[src/hdl/otsu_pkg.sv]
// shared types and constants of the otsu threshold binarizer
package otsu_pkg;

    localparam int PIX_W       = 8;
    localparam int QUEUE_DEPTH = 4;
    localparam int QPTR_W      = 2;

    localparam logic [PIX_W-1:0] CUTOFF_RESET = 8'd50;
    localparam logic [PIX_W-1:0] WHITE        = 8'hFF;
    localparam logic [PIX_W-1:0] BLACK        = 8'h00;

    // operation field of an input item
    localparam logic OP_ACC = 1'b0;
    localparam logic OP_BIN = 1'b1;

    // result kind of an output item
    localparam logic RESULT_THR = 1'b0;
    localparam logic RESULT_BIN = 1'b1;

    // work kinds carried through the queue
    localparam logic [1:0] KIND_ACC     = 2'd0;
    localparam logic [1:0] KIND_ACC_END = 2'd1;
    localparam logic [1:0] KIND_BIN     = 2'd2;

    typedef struct packed {
        logic [1:0]       kind;
        logic [PIX_W-1:0] pixel;
    } item_t;

endpackage

[src/hdl/otsu_front.sv]
// input side: classifies pixels and buffers them in a short queue
module otsu_front import otsu_pkg::*; #(
    parameter int LEVELS = 256
) (
    input  logic             aclk,
    input  logic             aresetn,
    input  logic             s_tvalid,
    output logic             s_tready,
    input  logic [PIX_W-1:0] s_tdata,
    input  logic             s_tuser,
    input  logic             s_tlast,
    input  logic             q_pop,
    output logic             q_valid,
    output item_t            q_item
);

    localparam logic [PIX_W:0] LAST_LEVEL = (PIX_W+1)'(LEVELS - 1);

    item_t               queue_mem [QUEUE_DEPTH];
    logic [QPTR_W-1:0]   wr_ptr_reg, wr_ptr_next;
    logic [QPTR_W-1:0]   rd_ptr_reg, rd_ptr_next;
    logic [QPTR_W:0]     fill_reg, fill_next;
    logic                push;
    item_t               in_item;

    assign s_tready = (fill_reg != (QPTR_W+1)'(QUEUE_DEPTH));
    assign push     = s_tvalid && s_tready;
    assign q_valid  = (fill_reg != '0);
    assign q_item   = queue_mem[rd_ptr_reg];

    always_comb begin
        if (s_tuser == OP_BIN) begin
            in_item.kind  = KIND_BIN;
            in_item.pixel = s_tdata;
        end else begin
            in_item.kind = s_tlast ? KIND_ACC_END : KIND_ACC;
            // pixels beyond the histogram land in the top bin
            if ({1'b0, s_tdata} > LAST_LEVEL) begin
                in_item.pixel = LAST_LEVEL[PIX_W-1:0];
            end else begin
                in_item.pixel = s_tdata;
            end
        end
    end

    always_comb begin
        wr_ptr_next = push ? wr_ptr_reg + 1'b1 : wr_ptr_reg;
        rd_ptr_next = q_pop ? rd_ptr_reg + 1'b1 : rd_ptr_reg;
        fill_next   = fill_reg + (QPTR_W+1)'(push) - (QPTR_W+1)'(q_pop);
    end

    always_ff @(posedge aclk) begin
        if (!aresetn) begin
            wr_ptr_reg <= '0;
            rd_ptr_reg <= '0;
            fill_reg   <= '0;
        end else begin
            wr_ptr_reg <= wr_ptr_next;
            rd_ptr_reg <= rd_ptr_next;
            fill_reg   <= fill_next;
        end
    end

    always_ff @(posedge aclk) begin
        if (push) begin
            queue_mem[wr_ptr_reg] <= in_item;
        end
    end

endmodule

[config.mk]
export PLATFORM = sky130hd
export DESIGN_NAME = otsu_front
export DESIGN_NICKNAME = d
export VERILOG_FILES = /design/src/hdl/otsu_pkg.sv /design/src/hdl/otsu_front.sv
export SDC_FILE = /design/constraint.sdc
export NUM_CORES = 1
export LEC_CHECK = 0
export ABC_AREA = 1
export BUFFER_PORTS_ARGS = -buffer_cell sky130_fd_sc_hd__buf_4
export CAP_MARGIN = 10
export CORE_MARGIN = 8
export CORE_UTILIZATION = 50
export CTS_CLUSTER_SIZE = 8
export DETAILED_ROUTE_END_ITERATION = 8
export PLACE_DENSITY = 0.73
export SLEW_MARGIN = 20
export SYNTH_ARGS = -nofsm -noshare
export SYNTH_HDL_FRONTEND = slang
export SYNTH_SLANG_ARGS = --single-unit
[constraint.sdc]
create_clock -name aclk -period 1.9 [get_ports aclk]
set_input_delay 0.38 -clock aclk [delete_from_list [all_inputs] [get_ports aclk]]
set_output_delay 0.38 -clock aclk [all_outputs]
set_load 0.01 [all_outputs]
* Yosys cells after proc, flatten, opt, wreduce, memory -nomap -nowiden *
Memory sizes are Yosys's and may differ from the RTL's. A register that Yosys moved wholly into a read port is not among the register bits.
Index checks and enable logic that the tools add are counted.
W data, S select, Z words.

word-level totals
  memory bits (writable) = 40
  logic and storage cells = 17
  register bits = 7
  memories = 1
  output and inout port bits = 12

cells by class
  equality and inequality tests = 1
  add/sub/neg operators = 4
  muxes and demuxes = 6
  reductions and logical operators = 2

memories
  name       words  bits a word  rd ports  clocked after memory_dff  write ports  RTL line          source
  queue_mem  4      10           1         1                         1            otsu_front.sv:19  item_t queue_mem [QUEUE_DEPTH];

operator list
  kind                   count
  $mux W10               1
  $add A2 B1 Y2 const B  2
  $mux W2                2
  $add A3 B1 Y3          1
  $mux W1                3
  $ne A3 B3 Y1 const B   1
  $reduce_bool A3 Y1     1
  $sub A3 B1 Y3          1
  $logic_and A1 B1 Y1    1

* Depth between registers and ports, before layout *
Gate-level depths: netlist (run 1).

  word-level depth = 4
  mapped depth = 11
  gate-level depth less buffers = 11

* Worst setup path after synthesis (run 1) *
No wires, ideal clock.

  kind = register -> register
  start point = reg fill_reg[1]
  end point = reg fill_reg[2]
  stages on the path, launching flop included = 11
  slack = 0.099 ns
  library setup time = 0.115 ns
  period minus slack after synthesis = 1.801 ns
  buffers on the path = 0
  arrival = 1.686 ns
  cell sequence = dfxtp_1 -> nor2_1 -> nand2_2 -> nand2_2 -> ha_1 -> inv_1 -> ha_1 -> inv_1 -> fa_1 -> a21oi_1 -> nor2_1

on the way
  word-level cells in the longest chain between the ends = 4

ends and longest elaborated chain
  element                 RTL line          source
  start, declared         otsu_front.sv:22  logic [QPTR_W:0] fill_reg, fill_next;
  start signal, assigned  otsu_front.sv:60  fill_reg <= fill_next;
  $ne A3 B3 Y1            otsu_front.sv:26  assign s_tready = (fill_reg != (QPTR_W+1)'(QUEUE_DEPTH));
  named net s_tready      otsu_front.sv:8   output logic s_tready,
  $logic_and A1 B1 Y1     otsu_front.sv:27  assign push = s_tvalid && s_tready;
  $add A3 B1 Y3           otsu_front.sv:49  fill_next = fill_reg + (QPTR_W+1)'(push) - (QPTR_W+1)'(q_pop);
  $sub A3 B1 Y3           otsu_front.sv:49

The timed path passes the listed nets, and every way through them passes these cells.
A chain may end at the register's enable or synchronous reset.

==> metrics.log, run 1 <==
INFO  metric max-cap-violations = 0
INFO  metric worst_r2r_endpoint = fill_reg[1]$_SDFF_PN0_
INFO  metric maximum_number_of_pins_on_one_net_before_global_route_repair = 21
INFO  metric path_class = flip-flop to output port
INFO  metric maxClockFrequency = 558 MHz
INFO  metric syn_area = 1950 um^2
INFO  metric antenna_cells_inserted = 0
INFO  metric cell_chain_of_the_critical_path = buf_4 -> o21ai_1 -> o22ai_1 -> buf_4
INFO  metric postSynthRegisterBits = 49
INFO  metric htreeDepth = 2
INFO  metric largest_register_ffs = 40
INFO  metric synthesis.instances = 157
INFO  metric cp_slowest_cell = dfxtp_2
INFO  metric crit_family = flip-flops
INFO  metric dp_slack = 0.0241 ns
INFO  metric synthesis.area_per_instance = 12.4 um^2
INFO  metric die_width = 78.5 um
INFO  metric track_usage = 0.119
INFO  metric period_needed = 1.79 ns
INFO  metric most-common-layout-cells = 40 x edfxtp_1, 34 x buf_4, 31 x nor2_1
INFO  metric leading_cell_type_in_the_layout_fill_and_taps_excluded = edfxtp_1
INFO  metric timing.critical_path.fanout_max = 12
INFO  metric globalRouteMet1Util = 0.132
INFO  metric critPathMaxStageDelay = 0.47 ns
INFO  metric finalHoldViolCount = 0
INFO  metric critical_path_required = 1.52 ns
INFO  metric path_depth = 4
INFO  metric routed_wire_length_per_instance = 14.9 um
INFO  metric timing.critical_path.mode_cell = buf_4
INFO  metric max_slew.worst_pin.slew = 0.254 ns
INFO  metric initial_utilization = 0.525
INFO  metric final.period_utilization = 0.943
INFO  metric cts_num_sinks = 49
INFO  metric post-route-drc-count = 0
INFO  metric postRouteWirelength = 3610 um
INFO  metric post_route_cells_drive_above_1_share = 0.253
INFO  metric hold_path.class = input pin to flip-flop
INFO  metric final_max_slew_viol_count = 0
INFO  metric synth.yosys.warnings = 0
INFO  metric endpoint_kind = output port
INFO  metric fp.dieArea = 6160 um^2
INFO  metric report.final.setup_viol = 0
INFO  metric slew_headroom = 0.831
INFO  metric grt_overflow = 0
INFO  metric placement.io_buffers = 25
INFO  metric peakVddDrop = 0.686 mV
INFO  metric grt_use_met3 = 0.0364
INFO  metric clock_tree.buffer_depth = 2
INFO  metric ys_seq_area_frac = 0.708
INFO  metric dr.first_iter.drc_count = 105
INFO  metric die_height = 78.5 um
INFO  metric antenna_found_initial = 0
INFO  metric rsz_0062_raised_after_global_routing = no
INFO  metric core_area = 3720 um^2
INFO  metric total_leakage_power = 0.918 nW
INFO  metric gpl.final_weighted_congestion = 0.780
INFO  metric floorplan.io_pins = 26
INFO  metric cp.buffers_inverters = 2
INFO  metric status = completed
INFO  metric reg2regPathDepth = 9
INFO  metric detail_route.vias_per_cell = 5.22
INFO  metric timing.final.ws_setup = 0.108 ns
INFO  metric total_number_of_placement_rows = 22
INFO  metric synthesis.nets = 178
INFO  metric grtUsageMet2 = 0.205
INFO  metric dp.final_hpwl = 2520 um
INFO  metric global_route_wire_length_before_repair = 5730 um
INFO  metric crit_arrival = 1.41 ns
INFO  metric clock_insertion_delay_at_the_later_pin_of_the_skew_report = 0.30 ns
INFO  metric final.setup_skew = 0.00861 ns
INFO  metric area_growth_syn_to_layout = 20.3%
INFO  metric clk_pin_slew = 0.09 ns
INFO  metric route.antenna.remaining_nets = 0
INFO  metric worst_setup_path_start_kind = flip-flop
INFO  metric tritonroute_pass_1_iters = 4
INFO  metric clock_tree.root_cell = clkbuf_8
INFO  metric total_cts_buffers = 5
INFO  metric yosysUniqueCellTypes = 18
INFO  metric tritoncts = built
INFO  metric globalRoute.busiestLayer = met2
INFO  metric cts_hold_buffers = 0
INFO  metric power_density = 1150 nW/um^2
INFO  metric setup_total_negative_slack = 0 ns
INFO  metric worstSetupEndpoint = q_item[0]
INFO  metric finalNetCount = 214
INFO  metric grt_pass1_vias = 1,255
INFO  metric r2r_start = fill_reg[1]$_SDFF_PN0_
INFO  metric hold_slack = 0.283 ns
INFO  metric total_vias_in_the_final_route = 1,264
INFO  metric ff2ff_setup_slack = 0.12 ns
==> logic make-up after synthesis <==
group | synth area share
compound gates | 0.0988
fa+ha+maj | 0.0487
flops | 0.708
buf+inv | 0.0507
simple gates | 0.0936
==> cell usage after synthesis <==
| library cell | n | area (um^2) |
|---|---|---|
| o22ai_1 | 10 | 62.6 |
| buf_6 | 2 | 22.5 |
| nand2_2 | 2 | 12.5 |
| nor2_1 | 32 | 120 |
| buf_2 | 1 | 5.00 |
| edfxtp_1 | 40 | 1200 |
| or2_1 | 2 | 12.5 |
| o21ai_1 | 20 | 100 |
| fa_1 | 1 | 20.0 |
| dfxtp_1 | 9 | 180 |
| inv_1 | 14 | 52.6 |
| inv_2 | 1 | 3.75 |
| o21ai_0 | 2 | 10.0 |
| ha_1 | 6 | 75.1 |
| nand2_1 | 6 | 22.5 |
| a21oi_1 | 4 | 20.0 |
| buf_4 | 2 | 15.0 |
| nand3_1 | 3 | 15.0 |
==> power by group <==
part / internal (mW) / switching [mW] / total (mW)
logic: 0.275 / 0.323 / 0.598
registers: 1.32 / 0.0750 / 1.39
clock network: 0.391 / 0.320 / 0.710
==> worst min path at each step <==
stage	start	endpoint	slack (ns)	cells past startpoint
2_1_floorplan	rd_ptr_reg[1]$_SDFFE_PN0P_	flip-flop	0.41	1
3_3_place_gp	rd_ptr_reg[1]$_SDFFE_PN0P_	rd_ptr_reg[1]$_SDFFE_PN0P_	0.42	1
3_5_place_dp	rd_ptr_reg[1]$_SDFFE_PN0P_	flip-flop	0.47	1
4_1_cts	s_tdata[2]	queue_mem[2][2]$_DFFE_PP_	0.27	1
5_1_grt	s_tdata[6]	queue_mem[2][6]$_DFFE_PP_	0.27	1
6_report	s_tdata[2]	queue_mem[1][2]$_DFFE_PP_	0.28	1
==> area by class of cell <==
cell class              count  area, um^2
repair buffers             34         255
inverters                  15        58.8
clock buffers               6        72.6
clock inverters             2        35.0
well taps                  48        60.1
flip-flops and latches     49        1380
multi-input cells          88         480
fillers                   303        1370
==> worst register-to-register path, delay by kind of cell, from the launching register on <==
kind                       cells  cell delay, ns
adders and majority gates      3            0.87
and+or+nand+nor                4            0.34
DFF                            1            0.35
buffers and inverters          2            0.10
==> timing repair <==
item,4_1_cts,5_1_grt
setup buffers,0,2
gates resized for setup,2,6
pin swaps,0,0
setup endpoints to repair,11,4
==> layer usage <==
layer | routed length (um) | share of wire | up-vias
li1 | - | - | 621
met1 | 1610 | 0.45 | 612
met2 | 1810 | 0.50 | 26
met3 | 132 | 0.037 | 5
met4 | 47 | 0.013 | 0
met5 | 0 | 0 | -
==> metrics by stage <==
step | cells | utilization | instance area, um^2 | power, mW
finish | 242 | 0.631 | 2350 | 2.70
CTS | 240 | 0.624 | 2320 | 2.68
global route | 242 | 0.631 | 2350 | 2.85
global placement | 232 | 0.594 | 2210 | 1.95
detailed placement | 232 | 0.594 | 2210 | 1.98
floorplan | 157 | - | 1950 | 1.72
(Power assumes the default switching activity.)
==> run 2, diff against run 1 <==
--- a/config.mk
+++ b/config.mk
@@ -8,12 +8,10 @@
 export ABC_AREA = 1
 export BUFFER_PORTS_ARGS = -buffer_cell sky130_fd_sc_hd__buf_4
 export CAP_MARGIN = 10
-export CORE_MARGIN = 8
 export CORE_UTILIZATION = 50
 export CTS_CLUSTER_SIZE = 8
 export DETAILED_ROUTE_END_ITERATION = 8
 export PLACE_DENSITY = 0.73
-export SLEW_MARGIN = 20
 export SYNTH_ARGS = -nofsm -noshare
 export SYNTH_HDL_FRONTEND = slang
 export SYNTH_SLANG_ARGS = --single-unit
==> metrics.log, run 2 (same netlist as run 1, synthesis figures left out) <==
INFO  metric hold_path.class = input pin to flip-flop
INFO  metric antenna_found_initial = 0
INFO  metric placement.io_buffers = 25
INFO  metric timing.final.ws_setup = 0.120 ns
INFO  metric cp_slowest_cell = fa_1
INFO  metric routed_wire_length_per_instance = 14.5 um
INFO  metric global_route_wire_length_before_repair = 5660 um
INFO  metric dp.final_hpwl = 2380 um
INFO  metric cts_num_sinks = 49
INFO  metric max-cap-violations = 0
INFO  metric critical_path_required = 2.09 ns
INFO  metric worst_r2r_endpoint = fill_reg[2]$_SDFF_PN0_
INFO  metric grt_overflow = 0
INFO  metric endpoint_kind = flip-flop
INFO  metric final_max_slew_viol_count = 0
INFO  metric max_slew.worst_pin.slew = 0.355 ns
INFO  metric antenna_cells_inserted = 0
INFO  metric clock_tree.buffer_depth = 2
INFO  metric crit_arrival = 1.97 ns
INFO  metric dr.first_iter.drc_count = 49
INFO  metric r2r_start = fill_reg[1]$_SDFF_PN0_
INFO  metric path_depth = 10
INFO  metric ff2ff_setup_slack = 0.12 ns
INFO  metric final.setup_skew = 0.00571 ns
INFO  metric clock_tree.root_cell = clkbuf_8
INFO  metric final.period_utilization = 0.937
INFO  metric peakVddDrop = 0.551 mV
INFO  metric route.antenna.remaining_nets = 0
INFO  metric total_cts_buffers = 5
INFO  metric track_usage = 0.185
INFO  metric critPathMaxStageDelay = 0.42 ns
INFO  metric crit_family = adder cells
INFO  metric total_number_of_placement_rows = 22
INFO  metric rsz_0062_raised_after_global_routing = no
INFO  metric die_width = 64.5 um
INFO  metric die_height = 64.5 um
INFO  metric leading_cell_type_in_the_layout_fill_and_taps_excluded = edfxtp_1
INFO  metric initial_utilization = 0.529
INFO  metric tritoncts = built
INFO  metric total_leakage_power = 0.907 nW
INFO  metric reg2regPathDepth = 10
INFO  metric post-route-drc-count = 0
INFO  metric report.final.setup_viol = 0
INFO  metric cts_hold_buffers = 0
INFO  metric multi_input_comb_area = 482 um^2
INFO  metric floorplan.io_pins = 26
INFO  metric dp_slack = -0.0231 ns
INFO  metric status = completed
INFO  metric most-common-layout-cells = 40 x edfxtp_1, 34 x buf_4, 31 x nor2_1
INFO  metric tritonroute_pass_1_iters = 4
INFO  metric worst_setup_path_start_kind = flip-flop
INFO  metric postRouteWirelength = 3500 um
INFO  metric setup_total_negative_slack = 0 ns
INFO  metric worstSetupEndpoint = fill_reg[2]$_SDFF_PN0_
INFO  metric finalHoldViolCount = 0
INFO  metric core_area = 3690 um^2
INFO  metric period_needed = 1.78 ns
INFO  metric gpl.final_weighted_congestion = 0.707
INFO  metric maximum_number_of_pins_on_one_net_before_global_route_repair = 21
INFO  metric grt_pass1_vias = 1,248
INFO  metric slew_headroom = 0.763
INFO  metric timing.critical_path.fanout_max = 5
INFO  metric clock_insertion_delay_at_the_later_pin_of_the_skew_report = 0.29 ns
INFO  metric cell_chain_of_the_critical_path = nor2_2 -> nand2_2 -> nand2_4 -> ha_1 -> inv_1 -> ha_1 -> inv_1 -> fa_1 -> a21oi_2 -> nor2_1
INFO  metric detail_route.vias_per_cell = 5.20
INFO  metric worst_setup_path_startpoint = fill_reg[1]$_SDFF_PN0_
INFO  metric n_fill_cell = 296
INFO  metric total_vias_in_the_final_route = 1,259
INFO  metric register_area = 1380 um^2
INFO  metric finalNetCount = 214
INFO  metric largest_register_ffs = 40
INFO  metric cp.buffers_inverters = 2
INFO  metric post_route_cells_drive_above_1_share = 0.253
INFO  metric maxClockFrequency = 562 MHz
INFO  metric fp.dieArea = 4160 um^2
INFO  metric path_class = flip-flop to flip-flop
INFO  metric area_growth_syn_to_layout = 19.3%
INFO  metric htreeDepth = 2
INFO  metric clk_pin_slew = 0.08 ns
INFO  metric power_density = 1100 nW/um^2
## run 2: changes by cell type in the layout (fill, tap and decap cells not counted), sizes merged
| cell | previous run | this run |
|---|---|---|
| clkinv | 1 | 3 |
| bufinv | 1 | 0 |
| clkbuf | 6 | 5 |
| clkinvlp | 0 | 1 |
| inv | 15 | 14 |
## run 2: cell type report
| cell class | instances | share of cell area |
|---|---|---|
| clock buffers | 5 | 0.0296 |
| clock inverters | 3 | 0.00753 |
| inverters | 15 | 0.0258 |
| multi-input cells | 88 | 0.207 |
| flip-flops and latches | 49 | 0.595 |
| well taps | 48 | 0.0258 |
| repair buffers | 34 | 0.110 |
## run 2: timing repair
item	CTS	global route
setup buffers	0	2
setup endpoints to repair	1	6
resized for setup	1	5
pin swaps	0	0
gates cloned	0	0
## run 2: stage by stage
stage          std cells  total power [mW]  cell area, um^2  hold slack [ns]   util
2_1_floorplan        157              1.72             1950            0.412      -
6_report             242              2.55             2330            0.286  0.631
5_1_grt              242              2.70             2330            0.266  0.631
4_1_cts              240              2.53             2300            0.277  0.622
3_5_place_dp         232              1.97             2210            0.430  0.599
3_3_place_gp         232              1.93             2210            0.424  0.599
## run 2: routing by layer
metal	global-route usage	up-vias	part of all wire	routed length, um
li1	-	619	-	-
met4	0.0333	0	0	0
met3	0.0546	0	0.041	144
met2	0.347	24	0.55	1930
met1	0.206	616	0.41	1430
met5	0	-	0	0
## run 2: how the worst min path moves through the flow
stage	from	endpoint	depth (start not counted)
final	s_tdata[0]	queue_mem[2][0]$_DFFE_PP_	1
after global routing	s_tdata[0]	queue_mem[2][0]$_DFFE_PP_	1
after CTS	s_tdata[0]	queue_mem[2][0]$_DFFE_PP_	1
after detailed placement	rd_ptr_reg[1]$_SDFFE_PN0P_	rd_ptr_reg[1]$_SDFFE_PN0P_	1
after global placement	rd_ptr_reg[1]$_SDFFE_PN0P_	rd_ptr_reg[1]$_SDFFE_PN0P_	1
after floorplan	rd_ptr_reg[1]$_SDFFE_PN0P_	flip-flop	1
## run 2: report_power, final
part	total [mW]	internal, mW	switching (mW)
clock network	0.571	0.254	0.317
logic	0.597	0.267	0.330
registers	1.39	1.32	0.0702
total	2.55	1.84	0.717
## run 2: worst reg2reg max path, cell delays in order, from the launching register on
cell	delay (ns)
dfxtp_2	0.35
nor2_2	0.12
nand2_2	0.07
nand2_4	0.08
ha_1	0.22
inv_1	0.05
ha_1	0.13
inv_1	0.05
fa_1	0.42
a21oi_2	0.13
nor2_1	0.05
==> run 3, diff against run 2 <==
--- a/config.mk
+++ b/config.mk
@@ -6,12 +6,13 @@
 export NUM_CORES = 1
 export LEC_CHECK = 0
 export ABC_AREA = 1
-export BUFFER_PORTS_ARGS = -buffer_cell sky130_fd_sc_hd__buf_4
 export CAP_MARGIN = 10
 export CORE_UTILIZATION = 50
 export CTS_CLUSTER_SIZE = 8
 export DETAILED_ROUTE_END_ITERATION = 8
-export PLACE_DENSITY = 0.73
+export DONT_BUFFER_PORTS = 1
+export PLACE_DENSITY = 0.68
+export SLEW_MARGIN = 10
 export SYNTH_ARGS = -nofsm -noshare
 export SYNTH_HDL_FRONTEND = slang
 export SYNTH_SLANG_ARGS = --single-unit
==> metrics.log, run 3 (same netlist as run 1, synthesis figures left out) <==
INFO  metric antenna_found_initial = 0
INFO  metric cts_num_sinks = 49
INFO  metric peakVddDrop = 0.712 mV
INFO  metric core_area = 3690 um^2
INFO  metric endpoint_kind = flip-flop
INFO  metric die_height = 64.5 um
INFO  metric cp_slowest_cell = fa_2
INFO  metric post-route-drc-count = 0
INFO  metric gpl.final_weighted_congestion = 0.716
INFO  metric total_cts_buffers = 5
INFO  metric cts.repair_timing.setup_buffer_count = 0
INFO  metric clock_tree.buffer_depth = 2
INFO  metric global_route_wire_length_before_repair = 5230 um
INFO  metric maximum_number_of_pins_on_one_net_before_global_route_repair = 21
INFO  metric route.antenna.remaining_nets = 0
INFO  metric rsz_0062_raised_after_global_routing = no
INFO  metric r2r_start = fill_reg[1]$_SDFF_PN0_
INFO  metric reg2regPathDepth = 9
INFO  metric detail_route.vias_per_cell = 5.26
INFO  metric clk_pin_slew = 0.08 ns
INFO  metric hold_depth = 0
INFO  metric crit_family = adder cells
INFO  metric critical_path_required = 2.09 ns
INFO  metric leading_cell_type_in_the_layout_fill_and_taps_excluded = edfxtp_1
INFO  metric ff2ff_setup_slack = 0.14 ns
INFO  metric min_to = queue_mem[3][1]$_DFFE_PP_
INFO  metric finalNetCount = 187
INFO  metric critPathMaxStageDelay = 0.52 ns
INFO  metric clock_tree.root_cell = clkbuf_8
INFO  metric tritonroute_pass_1_iters = 4
INFO  metric placement.io_buffers = 0
INFO  metric tritoncts = built
INFO  metric cp.buffers_inverters = 2
INFO  metric die_width = 64.5 um
INFO  metric area_growth_syn_to_layout = 7.89%
INFO  metric postRouteWirelength = 3160 um
INFO  metric clock_insertion_delay_at_the_later_pin_of_the_skew_report = 0.29 ns
INFO  metric cell_chain_of_the_critical_path = nor2_2 -> nand2_2 -> nand2_2 -> ha_1 -> inv_1 -> ha_1 -> inv_1 -> fa_2 -> nor2_1
INFO  metric most-common-layout-cells = 40 x edfxtp_1, 31 x nor2_1, 20 x o21ai_1
INFO  metric final_max_slew_viol_count = 0
INFO  metric crit_arrival = 1.95 ns
INFO  metric finalHoldViolCount = 0
INFO  metric status = completed
INFO  metric htreeDepth = 2
INFO  metric floorplan.io_pins = 26
INFO  metric track_usage = 0.176
INFO  metric largest_register_ffs = 40
INFO  metric max-cap-violations = 0
INFO  metric final.setup_skew = 0.00408 ns
INFO  metric grt_pass1_vias = 1,118
INFO  metric total_vias_in_the_final_route = 1,125
INFO  metric hold_path.class = input pin to flip-flop
INFO  metric total_number_of_placement_rows = 22
INFO  metric worst_r2r_endpoint = fill_reg[1]$_SDFF_PN0_
INFO  metric hold_slack = 0.178 ns
INFO  metric max_slew.worst_pin.slew = 0.356 ns
INFO  metric fp.dieArea = 4160 um^2
INFO  metric total_leakage_power = 0.770 nW
INFO  metric initial_utilization = 0.529
INFO  metric grt_overflow = 0
INFO  metric dr.first_iter.drc_count = 54
INFO  metric slew_headroom = 0.763
INFO  metric worst_setup_path_start_kind = flip-flop
INFO  metric post_route_cells_drive_above_1_share = 0.114
INFO  metric timing.critical_path.fanout_max = 5
INFO  metric maxClockFrequency = 567 MHz
INFO  metric report.final.setup_viol = 0
INFO  metric path_class = flip-flop to flip-flop
INFO  metric period_needed = 1.76 ns
INFO  metric setup_total_negative_slack = 0 ns
INFO  metric power_density = 1130 nW/um^2
INFO  metric dp.final_hpwl = 2130 um
INFO  metric routed_wire_length_per_instance = 14.8 um
INFO  metric hold_path.startpoint = s_tdata[1]
INFO  metric antenna_cells_inserted = 0
INFO  metric final.period_utilization = 0.928
## run 3: area by class of cell
class	count	area (um^2)
clock inverter	1	3.75
multi-input combinational	88	475
fill	310	1580
clock buffer	6	72.6
tap	48	60.1
timing repair buffer	7	52.6
inverter	15	56.3
sequential	49	1380
## run 3: how the worst max path moves through the flow
stage	start	end	slack (ns)	depth (start not counted)
after floorplan	fill_reg[1]$_SDFF_PN0_	fill_reg[2]$_SDFF_PN0_	0.1	10
after global placement	fill_reg[1]$_SDFF_PN0_	fill_reg[2]$_SDFF_PN0_	0.15	10
after detailed placement	fill_reg[1]$_SDFF_PN0_	fill_reg[2]$_SDFF_PN0_	0.05	10
after CTS	flip-flop	q_item[7]	0.003	3
after global routing	flip-flop	q_item[2]	0.02	3
final	fill_reg[1]$_SDFF_PN0_	fill_reg[1]$_SDFF_PN0_	0.14	9
## run 3: routing by layer
layer  wire length, um  part of all wire  global-route usage
met5                 0                 0                   0
met4                22            0.0070               0.100
met3               156             0.049              0.0440
met2              1650              0.52               0.308
met1              1330              0.42               0.193
## run 3: report_power, final
part	internal (mW)	leakage (nW)	switching, mW	total (mW)
clock network	0.248	0.0387	0.300	0.549
logic	0.162	0.289	0.281	0.444
registers	1.32	0.442	0.0684	1.38
total	1.73	0.770	0.650	2.38
## run 3: timing repair
item,4_1_cts,5_1_grt
setup endpoints to repair,0,12
hold buffers,0,0
endpoints found under the hold margin,0,0
gates resized for setup,0,4
## run 3: worst reg2reg max path: stages (launching register included)
cell and delay [ns]:
dfxtp_2 0.35, nor2_2 0.11, nand2_2 0.06, nand2_2 0.09, ha_1 0.23, inv_1 0.05, ha_1 0.14, inv_1 0.06
fa_2 0.52, nor2_1 0.05
## run 3: per-stage QoR
stage | cells | utilization | setup slack, ns | area (um^2) | power [mW]
6_report | 214 | 0.571 | 0.137 | 2100 | 2.38
5_1_grt | 214 | 0.571 | 0.0203 | 2100 | 2.52
4_1_cts | 214 | 0.569 | 0.00282 | 2100 | 2.40
3_5_place_dp | 207 | 0.548 | 0.0454 | 2020 | 1.86
3_3_place_gp | 207 | 0.548 | 0.148 | 2020 | 1.82
2_1_floorplan | 157 | - | 0.0994 | 1950 | 1.72
